## src/rtl/acked_command_frame_sender_assert.svh

```systemverilog
// assertion macros shared by the acked command frame sender modules
`ifndef ACKED_COMMAND_FRAME_SENDER_ASSERT_SVH
`define ACKED_COMMAND_FRAME_SENDER_ASSERT_SVH

// same-cycle implication, checked out of reset
`define ACFS_AST_IMPL(label, ante, cons) \
    label: assert property (@(posedge clk) disable iff (!rst_n) (ante) |-> (cons)) \
        else $error("acfs assertion failed");

// next-cycle implication, checked out of reset
`define ACFS_AST_NEXT(label, ante, cons) \
    label: assert property (@(posedge clk) disable iff (!rst_n) (ante) |=> (cons)) \
        else $error("acfs assertion failed");

`endif

```

## src/rtl/acfs_pkg.sv

```systemverilog
// package: sizes, codes and control structs of the acked command frame sender
package acfs_pkg;

    localparam int OBJ_SLOTS   = 8;
    localparam int STR_SLOTS   = 4;
    localparam int MAX_STR_LEN = 32;

    localparam int OBJ_IW     = (OBJ_SLOTS > 1) ? $clog2(OBJ_SLOTS) : 1;
    localparam int STR_IW     = (STR_SLOTS > 1) ? $clog2(STR_SLOTS) : 1;
    localparam int LEN_W      = $clog2(MAX_STR_LEN + 1);
    localparam int CHAR_DEPTH = STR_SLOTS * MAX_STR_LEN;
    localparam int CHAR_AW    = (CHAR_DEPTH > 1) ? $clog2(CHAR_DEPTH) : 1;
    localparam int FRAME_MAX  = (MAX_STR_LEN + 3 > 6) ? MAX_STR_LEN + 3 : 6;
    localparam int CNT_W      = $clog2(FRAME_MAX);

    // action codes
    localparam logic [1:0] ACT_OBJ     = 2'd0;
    localparam logic [1:0] ACT_CHR     = 2'd1;
    localparam logic [1:0] ACT_POLL    = 2'd2;
    localparam logic [1:0] ACT_RESTART = 2'd3;

    // register map
    localparam int          ADDR_W    = 5;
    localparam logic [2:0]  REG_DELAY = 3'd0;
    localparam logic [2:0]  REG_ACK   = 3'd1;
    localparam logic [2:0]  REG_NAK   = 3'd2;
    localparam logic [2:0]  REG_OBJOP = 3'd3;
    localparam logic [2:0]  REG_STROP = 3'd4;

    // frame byte positions
    localparam logic [CNT_W-1:0] POS_OPCODE = CNT_W'(0);
    localparam logic [CNT_W-1:0] POS_HEAD   = CNT_W'(1);
    localparam logic [CNT_W-1:0] POS_BODY   = CNT_W'(2);
    localparam logic [CNT_W-1:0] POS_VALHI  = CNT_W'(3);
    localparam logic [CNT_W-1:0] OBJ_LAST   = CNT_W'(5);

    typedef struct packed {
        logic [15:0] delay;
        logic [7:0]  ack;
        logic [7:0]  nak;
        logic [7:0]  obj_op;
        logic [7:0]  str_op;
    } cfg_t;

    typedef struct packed {
        logic capture;
        logic exec;
        logic fetch;
        logic put_byte;
        logic put_single;
    } cmd_t;

    typedef struct packed {
        logic will_send;
        logic out_free;
        logic frame_end;
    } status_t;

endpackage

```

## src/rtl/acfs_ram.sv

```systemverilog
// generic single-write, single-read ram with registered read data
module acfs_ram #(
    parameter int WIDTH = 8,
    parameter int DEPTH = 128
) (
    input  logic                                        clk,
    input  logic                                        we,
    input  logic [(DEPTH > 1 ? $clog2(DEPTH) : 1)-1:0]  waddr,
    input  logic [WIDTH-1:0]                            wdata,
    input  logic                                        re,
    input  logic [(DEPTH > 1 ? $clog2(DEPTH) : 1)-1:0]  raddr,
    output logic [WIDTH-1:0]                            rdata
);

    logic [WIDTH-1:0] mem [DEPTH];

    always_ff @(posedge clk)
    begin
        if (we)
        begin
            mem[waddr] <= wdata;
        end
        if (re)
        begin
            rdata <= mem[raddr];
        end
    end

endmodule

```

## src/rtl/acfs_regs.sv

```systemverilog
// configuration register file behind the apb-style port
module acfs_regs (
    input  logic                          clk,
    input  logic                          rst_n,
    input  logic                          psel,
    input  logic                          penable,
    input  logic                          pwrite,
    input  logic [acfs_pkg::ADDR_W-1:0]   paddr,
    input  logic [31:0]                   pwdata,
    output logic [31:0]                   prdata,
    output logic                          pready,
    output acfs_pkg::cfg_t                cfg
);
    import acfs_pkg::*;

    cfg_t       cfg_reg;
    cfg_t       cfg_next;
    logic [2:0] reg_idx;

    assign reg_idx = paddr[ADDR_W-1:2];
    assign pready  = 1'b1;
    assign cfg     = cfg_reg;

    always_comb
    begin
        cfg_next = cfg_reg;
        if (psel && penable && pwrite)
        begin
            unique case (reg_idx)
                REG_DELAY: cfg_next.delay  = pwdata[15:0];
                REG_ACK:   cfg_next.ack    = pwdata[7:0];
                REG_NAK:   cfg_next.nak    = pwdata[7:0];
                REG_OBJOP: cfg_next.obj_op = pwdata[7:0];
                REG_STROP: cfg_next.str_op = pwdata[7:0];
                default:   cfg_next = cfg_reg;
            endcase
        end
    end

    always_comb
    begin
        unique case (reg_idx)
            REG_DELAY: prdata = {16'd0, cfg_reg.delay};
            REG_ACK:   prdata = {24'd0, cfg_reg.ack};
            REG_NAK:   prdata = {24'd0, cfg_reg.nak};
            REG_OBJOP: prdata = {24'd0, cfg_reg.obj_op};
            REG_STROP: prdata = {24'd0, cfg_reg.str_op};
            default:   prdata = 32'd0;
        endcase
    end

    always_ff @(posedge clk or negedge rst_n)
    begin
        if (!rst_n)
        begin
            cfg_reg.delay  <= 16'd1000;
            cfg_reg.ack    <= 8'd6;
            cfg_reg.nak    <= 8'd21;
            cfg_reg.obj_op <= 8'd1;
            cfg_reg.str_op <= 8'd2;
        end
        else
        begin
            cfg_reg <= cfg_next;
        end
    end

endmodule

```

## src/rtl/acfs_dp.sv

```systemverilog
// datapath: slot stores, string memory, poll logic, frame builder, output register
module acfs_dp (
    input  logic                clk,
    input  logic                rst_n,
    input  acfs_pkg::cmd_t      cmd,
    output acfs_pkg::status_t   status,
    input  acfs_pkg::cfg_t      cfg,
    input  logic [1:0]          action,
    input  logic [7:0]          obj_id,
    input  logic [7:0]          obj_index,
    input  logic [15:0]         obj_value,
    input  logic [7:0]          str_index,
    input  logic [7:0]          str_char,
    input  logic                str_end,
    input  logic                rx_valid,
    input  logic [7:0]          rx_byte,
    output logic                out_valid,
    input  logic                out_ready,
    output logic                tx_valid,
    output logic [7:0]          tx_byte,
    output logic                run_last,
    output logic                accepted,
    output logic                enabled,
    output logic                ack_pending
);
    import acfs_pkg::*;

    // captured transaction
    logic [1:0]  act_reg, act_next;
    logic [7:0]  id_reg, id_next;
    logic [7:0]  idx_reg, idx_next;
    logic [15:0] val_reg, val_next;
    logic [7:0]  sidx_reg, sidx_next;
    logic [7:0]  char_reg, char_next;
    logic        send_reg, send_next;
    logic        rxv_reg, rxv_next;
    logic [7:0]  rxb_reg, rxb_next;

    // slot stores
    logic [OBJ_SLOTS-1:0] obj_valid_reg, obj_valid_next;
    logic [31:0]          obj_data_reg [OBJ_SLOTS];
    logic [31:0]          obj_data_next [OBJ_SLOTS];
    logic [STR_SLOTS-1:0] str_valid_reg, str_valid_next;
    logic [7:0]           str_idx_reg [STR_SLOTS];
    logic [7:0]           str_idx_next [STR_SLOTS];
    logic [LEN_W-1:0]     str_len_reg [STR_SLOTS];
    logic [LEN_W-1:0]     str_len_next [STR_SLOTS];

    // open string
    logic              fill_open_reg, fill_open_next;
    logic [STR_IW-1:0] fill_slot_reg, fill_slot_next;
    logic [LEN_W-1:0]  fill_len_reg, fill_len_next;

    // send control
    logic        enabled_reg, enabled_next;
    logic        waiting_reg, waiting_next;
    logic [15:0] ticks_reg, ticks_next;
    logic        acc_reg, acc_next;

    // frame in flight
    logic              frm_obj_reg, frm_obj_next;
    logic [31:0]       frm_data_reg, frm_data_next;
    logic [STR_IW-1:0] frm_slot_reg, frm_slot_next;
    logic [CNT_W-1:0]  frm_last_reg, frm_last_next;
    logic [CNT_W-1:0]  cnt_reg, cnt_next;
    logic [7:0]        xor_reg, xor_next;

    // output register
    logic       out_valid_reg, out_valid_next;
    logic       tx_valid_reg, tx_valid_next;
    logic [7:0] tx_byte_reg, tx_byte_next;
    logic       run_last_reg, run_last_next;
    logic       accepted_reg, accepted_next;
    logic       enabled_o_reg, enabled_o_next;
    logic       ack_o_reg, ack_o_next;

    // lookups
    logic              obj_free_found, obj_any;
    logic [OBJ_IW-1:0] obj_free_idx, obj_sel;
    logic              str_free_found, str_any;
    logic [STR_IW-1:0] str_free_idx, str_sel;
    logic              chr_open;
    logic [STR_IW-1:0] chr_slot;
    logic [LEN_W-1:0]  chr_len;
    logic [15:0]       poll_ticks;
    logic              en_set, poll_en, poll_wait, rx_hit, will_send;
    logic              is_char;
    logic [CNT_W-1:0]  char_pos;
    logic [7:0]        frame_byte;

    // char memory
    logic               ram_we, ram_re;
    logic [CHAR_AW-1:0] ram_waddr, ram_raddr;
    logic [7:0]         ram_rdata;

    acfs_ram #(
        .WIDTH (8),
        .DEPTH (CHAR_DEPTH)
    ) u_char_ram (
        .clk   (clk),
        .we    (ram_we),
        .waddr (ram_waddr),
        .wdata (char_reg),
        .re    (ram_re),
        .raddr (ram_raddr),
        .rdata (ram_rdata)
    );

    // lowest free / lowest queued slot
    always_comb
    begin
        obj_free_found = 1'b0;
        obj_free_idx   = '0;
        obj_any        = 1'b0;
        obj_sel        = '0;
        for (int i = OBJ_SLOTS - 1; i >= 0; i--)
        begin
            if (!obj_valid_reg[i])
            begin
                obj_free_found = 1'b1;
                obj_free_idx   = OBJ_IW'(i);
            end
            if (obj_valid_reg[i])
            begin
                obj_any = 1'b1;
                obj_sel = OBJ_IW'(i);
            end
        end
    end

    always_comb
    begin
        str_free_found = 1'b0;
        str_free_idx   = '0;
        str_any        = 1'b0;
        str_sel        = '0;
        for (int i = STR_SLOTS - 1; i >= 0; i--)
        begin
            if (!str_valid_reg[i])
            begin
                str_free_found = 1'b1;
                str_free_idx   = STR_IW'(i);
            end
            if (str_valid_reg[i])
            begin
                str_any = 1'b1;
                str_sel = STR_IW'(i);
            end
        end
    end

    assign chr_open = fill_open_reg || str_free_found;
    assign chr_slot = fill_open_reg ? fill_slot_reg : str_free_idx;
    assign chr_len  = fill_open_reg ? fill_len_reg : '0;

    // poll tick: counter, enable, ack/nak
    assign poll_ticks = (ticks_reg == 16'hFFFF) ? ticks_reg : ticks_reg + 16'd1;
    assign en_set     = !enabled_reg && (poll_ticks > cfg.delay);
    assign poll_en    = enabled_reg || en_set;
    assign rx_hit     = rxv_reg && ((rxb_reg == cfg.ack) || (rxb_reg == cfg.nak));
    assign poll_wait  = waiting_reg && !en_set && !rx_hit;
    assign will_send  = (act_reg == ACT_POLL) && poll_en && !poll_wait && (obj_any || str_any);

    // frame byte selection
    assign is_char  = !frm_obj_reg && (cnt_reg >= POS_BODY) && (cnt_reg != frm_last_reg);
    assign char_pos = cnt_reg - POS_BODY;

    always_comb
    begin
        priority if (cnt_reg == frm_last_reg)
        begin
            frame_byte = xor_reg;
        end
        else if (cnt_reg == POS_OPCODE)
        begin
            frame_byte = frm_obj_reg ? cfg.obj_op : cfg.str_op;
        end
        else if (cnt_reg == POS_HEAD)
        begin
            frame_byte = frm_data_reg[31:24];
        end
        else if (!frm_obj_reg)
        begin
            frame_byte = ram_rdata;
        end
        else if (cnt_reg == POS_BODY)
        begin
            frame_byte = frm_data_reg[23:16];
        end
        else if (cnt_reg == POS_VALHI)
        begin
            frame_byte = frm_data_reg[15:8];
        end
        else
        begin
            frame_byte = frm_data_reg[7:0];
        end
    end

    always_comb
    begin
        act_next  = act_reg;
        id_next   = id_reg;
        idx_next  = idx_reg;
        val_next  = val_reg;
        sidx_next = sidx_reg;
        char_next = char_reg;
        send_next = send_reg;
        rxv_next  = rxv_reg;
        rxb_next  = rxb_reg;

        obj_valid_next = obj_valid_reg;
        obj_data_next  = obj_data_reg;
        str_valid_next = str_valid_reg;
        str_idx_next   = str_idx_reg;
        str_len_next   = str_len_reg;
        fill_open_next = fill_open_reg;
        fill_slot_next = fill_slot_reg;
        fill_len_next  = fill_len_reg;
        enabled_next   = enabled_reg;
        waiting_next   = waiting_reg;
        ticks_next     = ticks_reg;
        acc_next       = acc_reg;

        frm_obj_next  = frm_obj_reg;
        frm_data_next = frm_data_reg;
        frm_slot_next = frm_slot_reg;
        frm_last_next = frm_last_reg;
        cnt_next      = cnt_reg;
        xor_next      = xor_reg;

        out_valid_next = out_valid_reg && !out_ready;
        tx_valid_next  = tx_valid_reg;
        tx_byte_next   = tx_byte_reg;
        run_last_next  = run_last_reg;
        accepted_next  = accepted_reg;
        enabled_o_next = enabled_o_reg;
        ack_o_next     = ack_o_reg;

        ram_we    = 1'b0;
        ram_waddr = CHAR_AW'(CHAR_AW'(chr_slot) * CHAR_AW'(MAX_STR_LEN) + CHAR_AW'(chr_len));
        ram_re    = 1'b0;
        ram_raddr = CHAR_AW'(CHAR_AW'(frm_slot_reg) * CHAR_AW'(MAX_STR_LEN)
                             + CHAR_AW'(char_pos));

        if (cmd.capture)
        begin
            act_next  = action;
            id_next   = obj_id;
            idx_next  = obj_index;
            val_next  = obj_value;
            sidx_next = str_index;
            char_next = str_char;
            send_next = str_end;
            rxv_next  = rx_valid;
            rxb_next  = rx_byte;
        end

        if (cmd.exec)
        begin
            acc_next = 1'b0;
            unique case (act_reg)
                ACT_OBJ:
                begin
                    if (obj_free_found)
                    begin
                        obj_valid_next[obj_free_idx] = 1'b1;
                        obj_data_next[obj_free_idx]  = {id_reg, idx_reg, val_reg};
                        acc_next = 1'b1;
                    end
                end
                ACT_CHR:
                begin
                    if (chr_open)
                    begin
                        if (!fill_open_reg)
                        begin
                            str_idx_next[chr_slot] = sidx_reg;
                        end
                        if (chr_len < LEN_W'(MAX_STR_LEN))
                        begin
                            ram_we        = 1'b1;
                            fill_len_next = chr_len + LEN_W'(1);
                            acc_next      = 1'b1;
                        end
                        else
                        begin
                            fill_len_next = chr_len;
                        end
                        fill_slot_next = chr_slot;
                        if (send_reg)
                        begin
                            str_valid_next[chr_slot] = 1'b1;
                            str_len_next[chr_slot]   = fill_len_next;
                            fill_open_next = 1'b0;
                        end
                        else
                        begin
                            fill_open_next = 1'b1;
                        end
                    end
                end
                ACT_POLL:
                begin
                    ticks_next   = poll_ticks;
                    enabled_next = poll_en;
                    waiting_next = poll_wait;
                    if (will_send)
                    begin
                        waiting_next = 1'b1;
                        cnt_next     = '0;
                        xor_next     = 8'd0;
                        if (obj_any)
                        begin
                            frm_obj_next            = 1'b1;
                            frm_data_next           = obj_data_reg[obj_sel];
                            frm_last_next           = OBJ_LAST;
                            obj_valid_next[obj_sel] = 1'b0;
                        end
                        else
                        begin
                            frm_obj_next            = 1'b0;
                            frm_data_next           = {str_idx_reg[str_sel], 24'd0};
                            frm_slot_next           = str_sel;
                            frm_last_next           = CNT_W'(str_len_reg[str_sel]) + POS_BODY;
                            str_valid_next[str_sel] = 1'b0;
                        end
                    end
                end
                ACT_RESTART:
                begin
                    obj_valid_next = '0;
                    str_valid_next = '0;
                    fill_open_next = 1'b0;
                    fill_slot_next = '0;
                    enabled_next   = 1'b0;
                    ticks_next     = 16'd0;
                end
                default:
                begin
                    acc_next = 1'b0;
                end
            endcase
        end

        if (cmd.fetch)
        begin
            ram_re = is_char;
        end

        if (cmd.put_byte)
        begin
            out_valid_next = 1'b1;
            tx_valid_next  = 1'b1;
            tx_byte_next   = frame_byte;
            run_last_next  = (cnt_reg == frm_last_reg);
            accepted_next  = 1'b0;
            enabled_o_next = enabled_reg;
            ack_o_next     = waiting_reg;
            xor_next       = xor_reg ^ frame_byte;
            cnt_next       = cnt_reg + CNT_W'(1);
        end

        if (cmd.put_single)
        begin
            out_valid_next = 1'b1;
            tx_valid_next  = 1'b0;
            tx_byte_next   = 8'd0;
            run_last_next  = 1'b1;
            accepted_next  = acc_reg;
            enabled_o_next = enabled_reg;
            ack_o_next     = waiting_reg;
        end
    end

    assign status.will_send = will_send;
    assign status.out_free  = !out_valid_reg || out_ready;
    assign status.frame_end = (cnt_reg == frm_last_reg);

    assign out_valid   = out_valid_reg;
    assign tx_valid    = tx_valid_reg;
    assign tx_byte     = tx_byte_reg;
    assign run_last    = run_last_reg;
    assign accepted    = accepted_reg;
    assign enabled     = enabled_o_reg;
    assign ack_pending = ack_o_reg;

    always_ff @(posedge clk or negedge rst_n)
    begin
        if (!rst_n)
        begin
            obj_valid_reg <= '0;
            str_valid_reg <= '0;
            fill_open_reg <= 1'b0;
            enabled_reg   <= 1'b0;
            waiting_reg   <= 1'b0;
            ticks_reg     <= 16'd0;
            out_valid_reg <= 1'b0;
        end
        else
        begin
            obj_valid_reg <= obj_valid_next;
            str_valid_reg <= str_valid_next;
            fill_open_reg <= fill_open_next;
            enabled_reg   <= enabled_next;
            waiting_reg   <= waiting_next;
            ticks_reg     <= ticks_next;
            out_valid_reg <= out_valid_next;
        end
    end

    always_ff @(posedge clk)
    begin
        act_reg  <= act_next;
        id_reg   <= id_next;
        idx_reg  <= idx_next;
        val_reg  <= val_next;
        sidx_reg <= sidx_next;
        char_reg <= char_next;
        send_reg <= send_next;
        rxv_reg  <= rxv_next;
        rxb_reg  <= rxb_next;

        obj_data_reg   <= obj_data_next;
        str_idx_reg    <= str_idx_next;
        str_len_reg    <= str_len_next;
        fill_slot_reg  <= fill_slot_next;
        fill_len_reg   <= fill_len_next;
        acc_reg        <= acc_next;

        frm_obj_reg  <= frm_obj_next;
        frm_data_reg <= frm_data_next;
        frm_slot_reg <= frm_slot_next;
        frm_last_reg <= frm_last_next;
        cnt_reg      <= cnt_next;
        xor_reg      <= xor_next;

        tx_valid_reg  <= tx_valid_next;
        tx_byte_reg   <= tx_byte_next;
        run_last_reg  <= run_last_next;
        accepted_reg  <= accepted_next;
        enabled_o_reg <= enabled_o_next;
        ack_o_reg     <= ack_o_next;
    end

`include "acked_command_frame_sender_assert.svh"

    // a frame byte only goes out while the frame waits for its ack
    `ACFS_AST_IMPL(a_frame_sets_waiting, cmd.put_byte, waiting_reg)
    // the checksum byte cancels the running xor of the frame
    `ACFS_AST_NEXT(a_checksum_closes, cmd.put_byte && status.frame_end, xor_reg == 8'd0)
    // a string being filled is never queued for sending
    `ACFS_AST_IMPL(a_open_not_queued, fill_open_reg, !str_valid_reg[fill_slot_reg])

endmodule

```

## src/rtl/acfs_ctrl.sv

```systemverilog
// controller: sequences accept, execute, single result and frame byte steps
module acfs_ctrl (
    input  logic                clk,
    input  logic                rst_n,
    input  logic                in_valid,
    output logic                in_ready,
    input  acfs_pkg::status_t   status,
    output acfs_pkg::cmd_t      cmd
);
    import acfs_pkg::*;

    localparam logic [2:0] S_IDLE  = 3'd0;
    localparam logic [2:0] S_EXEC  = 3'd1;
    localparam logic [2:0] S_ONE   = 3'd2;
    localparam logic [2:0] S_FETCH = 3'd3;
    localparam logic [2:0] S_PUT   = 3'd4;

    logic [2:0] state_reg, state_next;

    always_comb
    begin
        state_next = state_reg;
        cmd        = '0;
        in_ready   = 1'b0;
        unique case (state_reg)
            S_IDLE:
            begin
                in_ready = 1'b1;
                if (in_valid)
                begin
                    cmd.capture = 1'b1;
                    state_next  = S_EXEC;
                end
            end
            S_EXEC:
            begin
                cmd.exec   = 1'b1;
                state_next = status.will_send ? S_FETCH : S_ONE;
            end
            S_ONE:
            begin
                if (status.out_free)
                begin
                    cmd.put_single = 1'b1;
                    state_next     = S_IDLE;
                end
            end
            S_FETCH:
            begin
                cmd.fetch  = 1'b1;
                state_next = S_PUT;
            end
            S_PUT:
            begin
                if (status.out_free)
                begin
                    cmd.put_byte = 1'b1;
                    state_next   = status.frame_end ? S_IDLE : S_FETCH;
                end
            end
            default:
            begin
                state_next = S_IDLE;
            end
        endcase
    end

    always_ff @(posedge clk or negedge rst_n)
    begin
        if (!rst_n)
        begin
            state_reg <= S_IDLE;
        end
        else
        begin
            state_reg <= state_next;
        end
    end

`include "acked_command_frame_sender_assert.svh"

    // every accepted transaction is executed in the following cycle
    `ACFS_AST_NEXT(a_exec_follows_accept, in_valid && in_ready, cmd.exec)
    // a waiting result blocks the next byte
    `ACFS_AST_IMPL(a_no_put_when_full, cmd.put_byte || cmd.put_single, status.out_free)
    // a frame byte is always preceded by its fetch step
    `ACFS_AST_IMPL(a_fetch_before_put, cmd.put_byte, $past(cmd.fetch) || $past(state_reg) == S_PUT)

endmodule

```

## src/rtl/acked_command_frame_sender.sv

```systemverilog
// top level of the acked command frame sender
//
//  channel   dir  handshake            transaction
//  --------  ---  -------------------  ------------------------------------------
//  input     in   in_valid/in_ready    action with object, string and rx fields
//  output    out  out_valid/out_ready  tx_valid, tx_byte, run_last, accepted,
//                                      enabled, ack_pending
//  config    in   psel/penable/pwrite  apb-style register write, pready tied high
//
//  steps: an add, restart or poll without a frame passes accept, execute and
//  result load; after the execute step a frame sends each byte as a fetch
//  and a put step, the fetch covering the registered read of the string
//  character memory (6 bytes for an object, string length + 3 for a string)
//  reset: rst_n clears all slots, the open string, tick counter, enable and
//  pending flags; registers return to their defaults; no clearing pass
//  stalls: the output register holds a result until taken; the next byte or
//  result waits on it, and no new transaction is taken before the run is out
module acked_command_frame_sender (
    input  logic                          clk,
    input  logic                          rst_n,
    // input channel
    input  logic                          in_valid,
    output logic                          in_ready,
    input  logic [1:0]                    action,
    input  logic [7:0]                    obj_id,
    input  logic [7:0]                    obj_index,
    input  logic [15:0]                   obj_value,
    input  logic [7:0]                    str_index,
    input  logic [7:0]                    str_char,
    input  logic                          str_end,
    input  logic                          rx_valid,
    input  logic [7:0]                    rx_byte,
    // output channel
    output logic                          out_valid,
    input  logic                          out_ready,
    output logic                          tx_valid,
    output logic [7:0]                    tx_byte,
    output logic                          run_last,
    output logic                          accepted,
    output logic                          enabled,
    output logic                          ack_pending,
    // configuration port
    input  logic                          psel,
    input  logic                          penable,
    input  logic                          pwrite,
    input  logic [acfs_pkg::ADDR_W-1:0]   paddr,
    input  logic [31:0]                   pwdata,
    output logic [31:0]                   prdata,
    output logic                          pready
);
    import acfs_pkg::*;

    cfg_t    cfg;
    cmd_t    cmd;
    status_t status;

    // register file: delay, ack/nak codes, frame opcodes
    acfs_regs u_regs (
        .clk     (clk),
        .rst_n   (rst_n),
        .psel    (psel),
        .penable (penable),
        .pwrite  (pwrite),
        .paddr   (paddr),
        .pwdata  (pwdata),
        .prdata  (prdata),
        .pready  (pready),
        .cfg     (cfg)
    );

    // sequencer: one transaction at a time, one frame byte per fetch/put pair
    acfs_ctrl u_ctrl (
        .clk      (clk),
        .rst_n    (rst_n),
        .in_valid (in_valid),
        .in_ready (in_ready),
        .status   (status),
        .cmd      (cmd)
    );

    // slots, string memory, poll handling and the output register
    acfs_dp u_dp (
        .clk         (clk),
        .rst_n       (rst_n),
        .cmd         (cmd),
        .status      (status),
        .cfg         (cfg),
        .action      (action),
        .obj_id      (obj_id),
        .obj_index   (obj_index),
        .obj_value   (obj_value),
        .str_index   (str_index),
        .str_char    (str_char),
        .str_end     (str_end),
        .rx_valid    (rx_valid),
        .rx_byte     (rx_byte),
        .out_valid   (out_valid),
        .out_ready   (out_ready),
        .tx_valid    (tx_valid),
        .tx_byte     (tx_byte),
        .run_last    (run_last),
        .accepted    (accepted),
        .enabled     (enabled),
        .ack_pending (ack_pending)
    );

endmodule
```

## config.mk

```make
export PLATFORM = sky130hd
export DESIGN_NAME = acked_command_frame_sender
export DESIGN_NICKNAME = d
export VERILOG_FILES = /design/src/rtl/acfs_pkg.sv /design/src/rtl/acfs_ram.sv /design/src/rtl/acfs_regs.sv /design/src/rtl/acfs_dp.sv /design/src/rtl/acfs_ctrl.sv /design/src/rtl/acked_command_frame_sender.sv
export VERILOG_INCLUDE_DIRS = /design/src /design/src/rtl
export SDC_FILE = /design/constraint.sdc
export NUM_CORES = 2
export LEC_CHECK = 0
export ABC_AREA = 1
export ABC_CLOCK_PERIOD_IN_PS = 7500
export CORE_ASPECT_RATIO = 0.5
export CORE_MARGIN = 10
export CORE_UTILIZATION = 55
export CTS_CLUSTER_DIAMETER = 100
export DETAILED_ROUTE_END_ITERATION = 8
export DONT_BUFFER_PORTS = 1
export PLACE_DENSITY_LB_ADDON = 0.05
export SLEW_MARGIN = 15
export SYNTH_ARGS = -nofsm -noshare
export SYNTH_HDL_FRONTEND = slang
export SYNTH_SLANG_ARGS = --single-unit
```

## constraint.sdc

```tcl
create_clock -name clk -period 7.5 [get_ports clk]
set_input_delay 1.125 -clock clk [delete_from_list [all_inputs] [get_ports clk]]
set_output_delay 1.125 -clock clk [all_outputs]
set_load 0.05 [all_outputs]
```

==> results.py <==
metrics = {
    "power": {
        "p_per_area_nw_per_um2": 304,
        "ir_drop_mv": 0.264,
        "p_leak_nw": 24.5,
    },
    "drt": {
        "first_pass_iters": 6,
        "first_iter_violations": 4289,
        "viasPerCell": 5.91,
        "vias": 41900,
        "wire_per_inst_um": 23.2,
        "antenna_left": 0,
        "routed_wl_um": 164000,
        "drc": 0,
    },
    "clock_network": {
        "cts_root_buffer": "clkbuf_16",
        "cts_resized": 0,
        "cts_max_level": 4,
        "postCtsHoldBufs": 0,
        "cts_tree": "yes",
        "numCtsBuffers": 141,
        "path_clk_slew_ns": 0.06,
        "cts_buffer_depth": 3,
        "cts_setup_buffers": 0,
        "cts_sinks": 1564,
        "clock_latency_ns": 0.78,
    },
    "global_route": {
        "overflow": 0,
        "grt_first_pass_wirelength_um": 248000,
        "grt_pass1_vias": 40100,
        "grt_util_all_layers": 0.241,
        "grt_start_max_net_pins": 203,
        "antenna_found_initial": 3,
    },
    "placed_design": {
        "place_inst": 6846,
        "dp_hpwl_um": 91400,
        "place.port_buffers": 0,
        "gp_congestion": 0.905,
    },
    "sta": {
        "finalSetupViolCount": 0,
        "fin_crit_sh": 0.589,
        "setup_tns_ns": 0,
        "max_freq_mhz": 226,
        "worstMarginPinSlew_ns": 1.22,
        "period_needed_ns": 4.42,
        "drv_slew": 0,
        "skew_ns": 0.0330,
        "hold_violations": 0,
        "rsz0062_at_grt": "no",
        "max_slew_margin": 0.182,
        "fin_hold_ws_ns": 0.0599,
    },
    "worst_setup_path": {
        "endpoint_kind": "flop",
        "critPathLaunchType": "flop",
        "cp_slowest_cell": "buf_4",
        "path_common_cell": "nand2_1",
        "crit_arrival_ns": 5.00,
        "cp_slowest_stage_delay_ns": 0.81,
        "path_max_fanout": 113,
        "crit_chain": "inv_6, ha_4, inv_6, buf_4, nand2_1, nand3_1, nand2_1, nand2_1, nand2_1, o21ai_1, nand2_1, nand2_1",
        "worstSetupPathType": "reg2reg",
        "crit_required_ns": 8.08,
    },
    "yosys": {
        "ys_seq_area_frac": 0.717,
        "synth-edff-count": 1471,
        "synth_seq_cells": 1564,
        "yosysWarnings": 0,
        "synth.avg_cell_area_um2": 11.7,
        "synthCells": 5523,
        "dominantRegCellSynth": "edfxtp_1",
        "syn-cell-area_um2": 64800,
        "ys_async_sr_fraction": 0.0531,
        "ys_types": 59,
    },
    "layout": {
        "register_area_um2": 46500,
        "fillers": 9124,
        "final_nets": 5545,
        "largest_reg_flops": 1024,
        "layout.cells.non_filler": 7098,
        "syn2layout_area_growth_pct": 8.63,
        "multiInputGateArea_um2": 16100,
        "drive_gt1_frac": 0.0645,
    },
    "die": {
        "fp-row-count": 88,
        "design.core.area_um2": 116000,
        "start_util": 0.558,
        "die_area_um2": 133000,
        "ioPinCount": 152,
        "die_y_um": 263,
        "die_w_um": 505,
    },
    "min_path": {
        "min_path_type": "in2async",
    },
    "job": {
        "maxCapViolations": 0,
    },
    "status": {
        "status": "finished clean",
    },
}
## power by group
group	total, mW	internal, mW	switching (mW)
clock network	7.05	3.90	3.16
registers	10.7	10.3	0.385
logic	3.64	0.838	2.81
total	21.4	15.0	6.35
## path summary, 6_finish.rpt
check / start / endpoint / slack, ns / cells past startpoint
hold / removal: rst_n / u_regs.cfg[47]$_DFFE_PN0P_ / 0.06 / 0
setup / recovery: u_dp.cnt_reg[1]$_SDFFCE_PN0P_ / u_dp.u_char_ram.rdata[6]$_DFFE_PP_ / 3.08 / 12
min in group clk: str_char[3] / u_dp.char_reg[3]$_DFFE_PP_ / 0.45 / 0
max in group asynchronous: rst_n / u_regs.cfg[41]$_DFFE_PN1P_ / 7.22 / 0
setup reg to reg: u_dp.cnt_reg[1]$_SDFFCE_PN0P_ / u_dp.u_char_ram.rdata[6]$_DFFE_PP_ / 3.08 / 12
hold reg to reg: u_dp.waiting_reg$_DFFE_PN0P_ / u_dp.ack_pending$_DFFE_PP_ / 0.46 / 0
## area by class of cell
cell class              instances  share of cell area
well taps                    1575              0.0280
diodes                          1           0.0000356
flip-flops and latches       1564               0.660
multi-input cells            3409               0.229
clock inverters                68             0.00756
inverters                     232              0.0127
clock buffers                 183              0.0548
repair buffers                 66             0.00793
## worst max-delay path, delay by kind of cell, from the launching register on
family | cells | cell delay, ns
buffers and inverters | 3 | 1.98
adders and majority gates | 1 | 0.45
DFF | 1 | 0.48
and+or+nand+nor | 7 | 0.81
AOI/OAI and AO/OA | 1 | 0.41
## per-layer routing
metal | wire length, um | global-route usage | vias to the layer above
met1 | 70600 | 0.345 | 20700
met4 | 3900 | 0.0707 | 2
met3 | 12800 | 0.0384 | 247
li1 | - | - | 19400
met5 | 11 | 0 | -
met2 | 77200 | 0.382 | 1605
## cells by family after synthesis
group | count (synthesis) | synth area share
xor gates and xnor gates | 27 | 0.00365
other | 2 | 0.000116
buffers and inverters | 565 | 0.0372
adders and majority gates | 27 | 0.00522
AOI/OAI and AO/OA | 1054 | 0.0894
and+or+nand+nor | 2284 | 0.147
DFF | 1564 | 0.717
## cells in the final DEF, fill, tap and decap left out, types with 35 or more instances in the layout
master	Yosys	final
a21oi_1	80	80
buf_4	24	61
clkbuf_16	0	148
clkinv_1	0	35
dfrtp_1	70	70
edfxtp_1	1471	1471
inv_1	218	217
nand2_1	905	901
nand3_1	439	439
nor2_1	827	817
o21ai_0	592	589
o21ai_1	71	74
o22ai_1	264	264
## synth_stat cells (5+ instances only)
cell	n	area [um2]
a21oi_1	80	400
a221oi_1	7	61.3
buf_1	11	41.3
buf_2	123	616
buf_4	24	180
buf_6	5	56.3
clkbuf_1	166	623
dfrtp_1	70	1750
dfstp_2	13	342
dfxtp_1	10	200
edfxtp_1	1471	44200
ha_1	27	338
inv_1	218	818
inv_2	13	48.8
nand2_1	905	3400
nand2_2	8	50.1
nand3_1	439	2200
nand3b_1	27	203
nand4_1	11	68.8
nor2_1	827	3100
nor2_2	15	93.8
nor3_1	13	65.1
nor3_2	8	80.1
o2111ai_1	7	61.3
o211ai_1	8	60.1
o21ai_0	592	2960
o21ai_1	71	355
o21bai_1	8	60.1
o22ai_1	264	1650
or2_2	14	87.6
xnor2_1	13	114
xor2_1	14	123
## through the flow
stage | setup slack [ns] | util | area (um2) | total power [mW]
floorplan | 3.09 | - | 64800 | 13.1
global placement | 3.10 | 0.568 | 66000 | 14.4
detailed placement | 3.11 | 0.568 | 66000 | 14.5
CTS | 3.09 | 0.606 | 70400 | 21.5
global route | 2.67 | 0.606 | 70400 | 22.2
finish | 3.08 | 0.606 | 70400 | 21.4
Power figures use the tool's default switching activity.
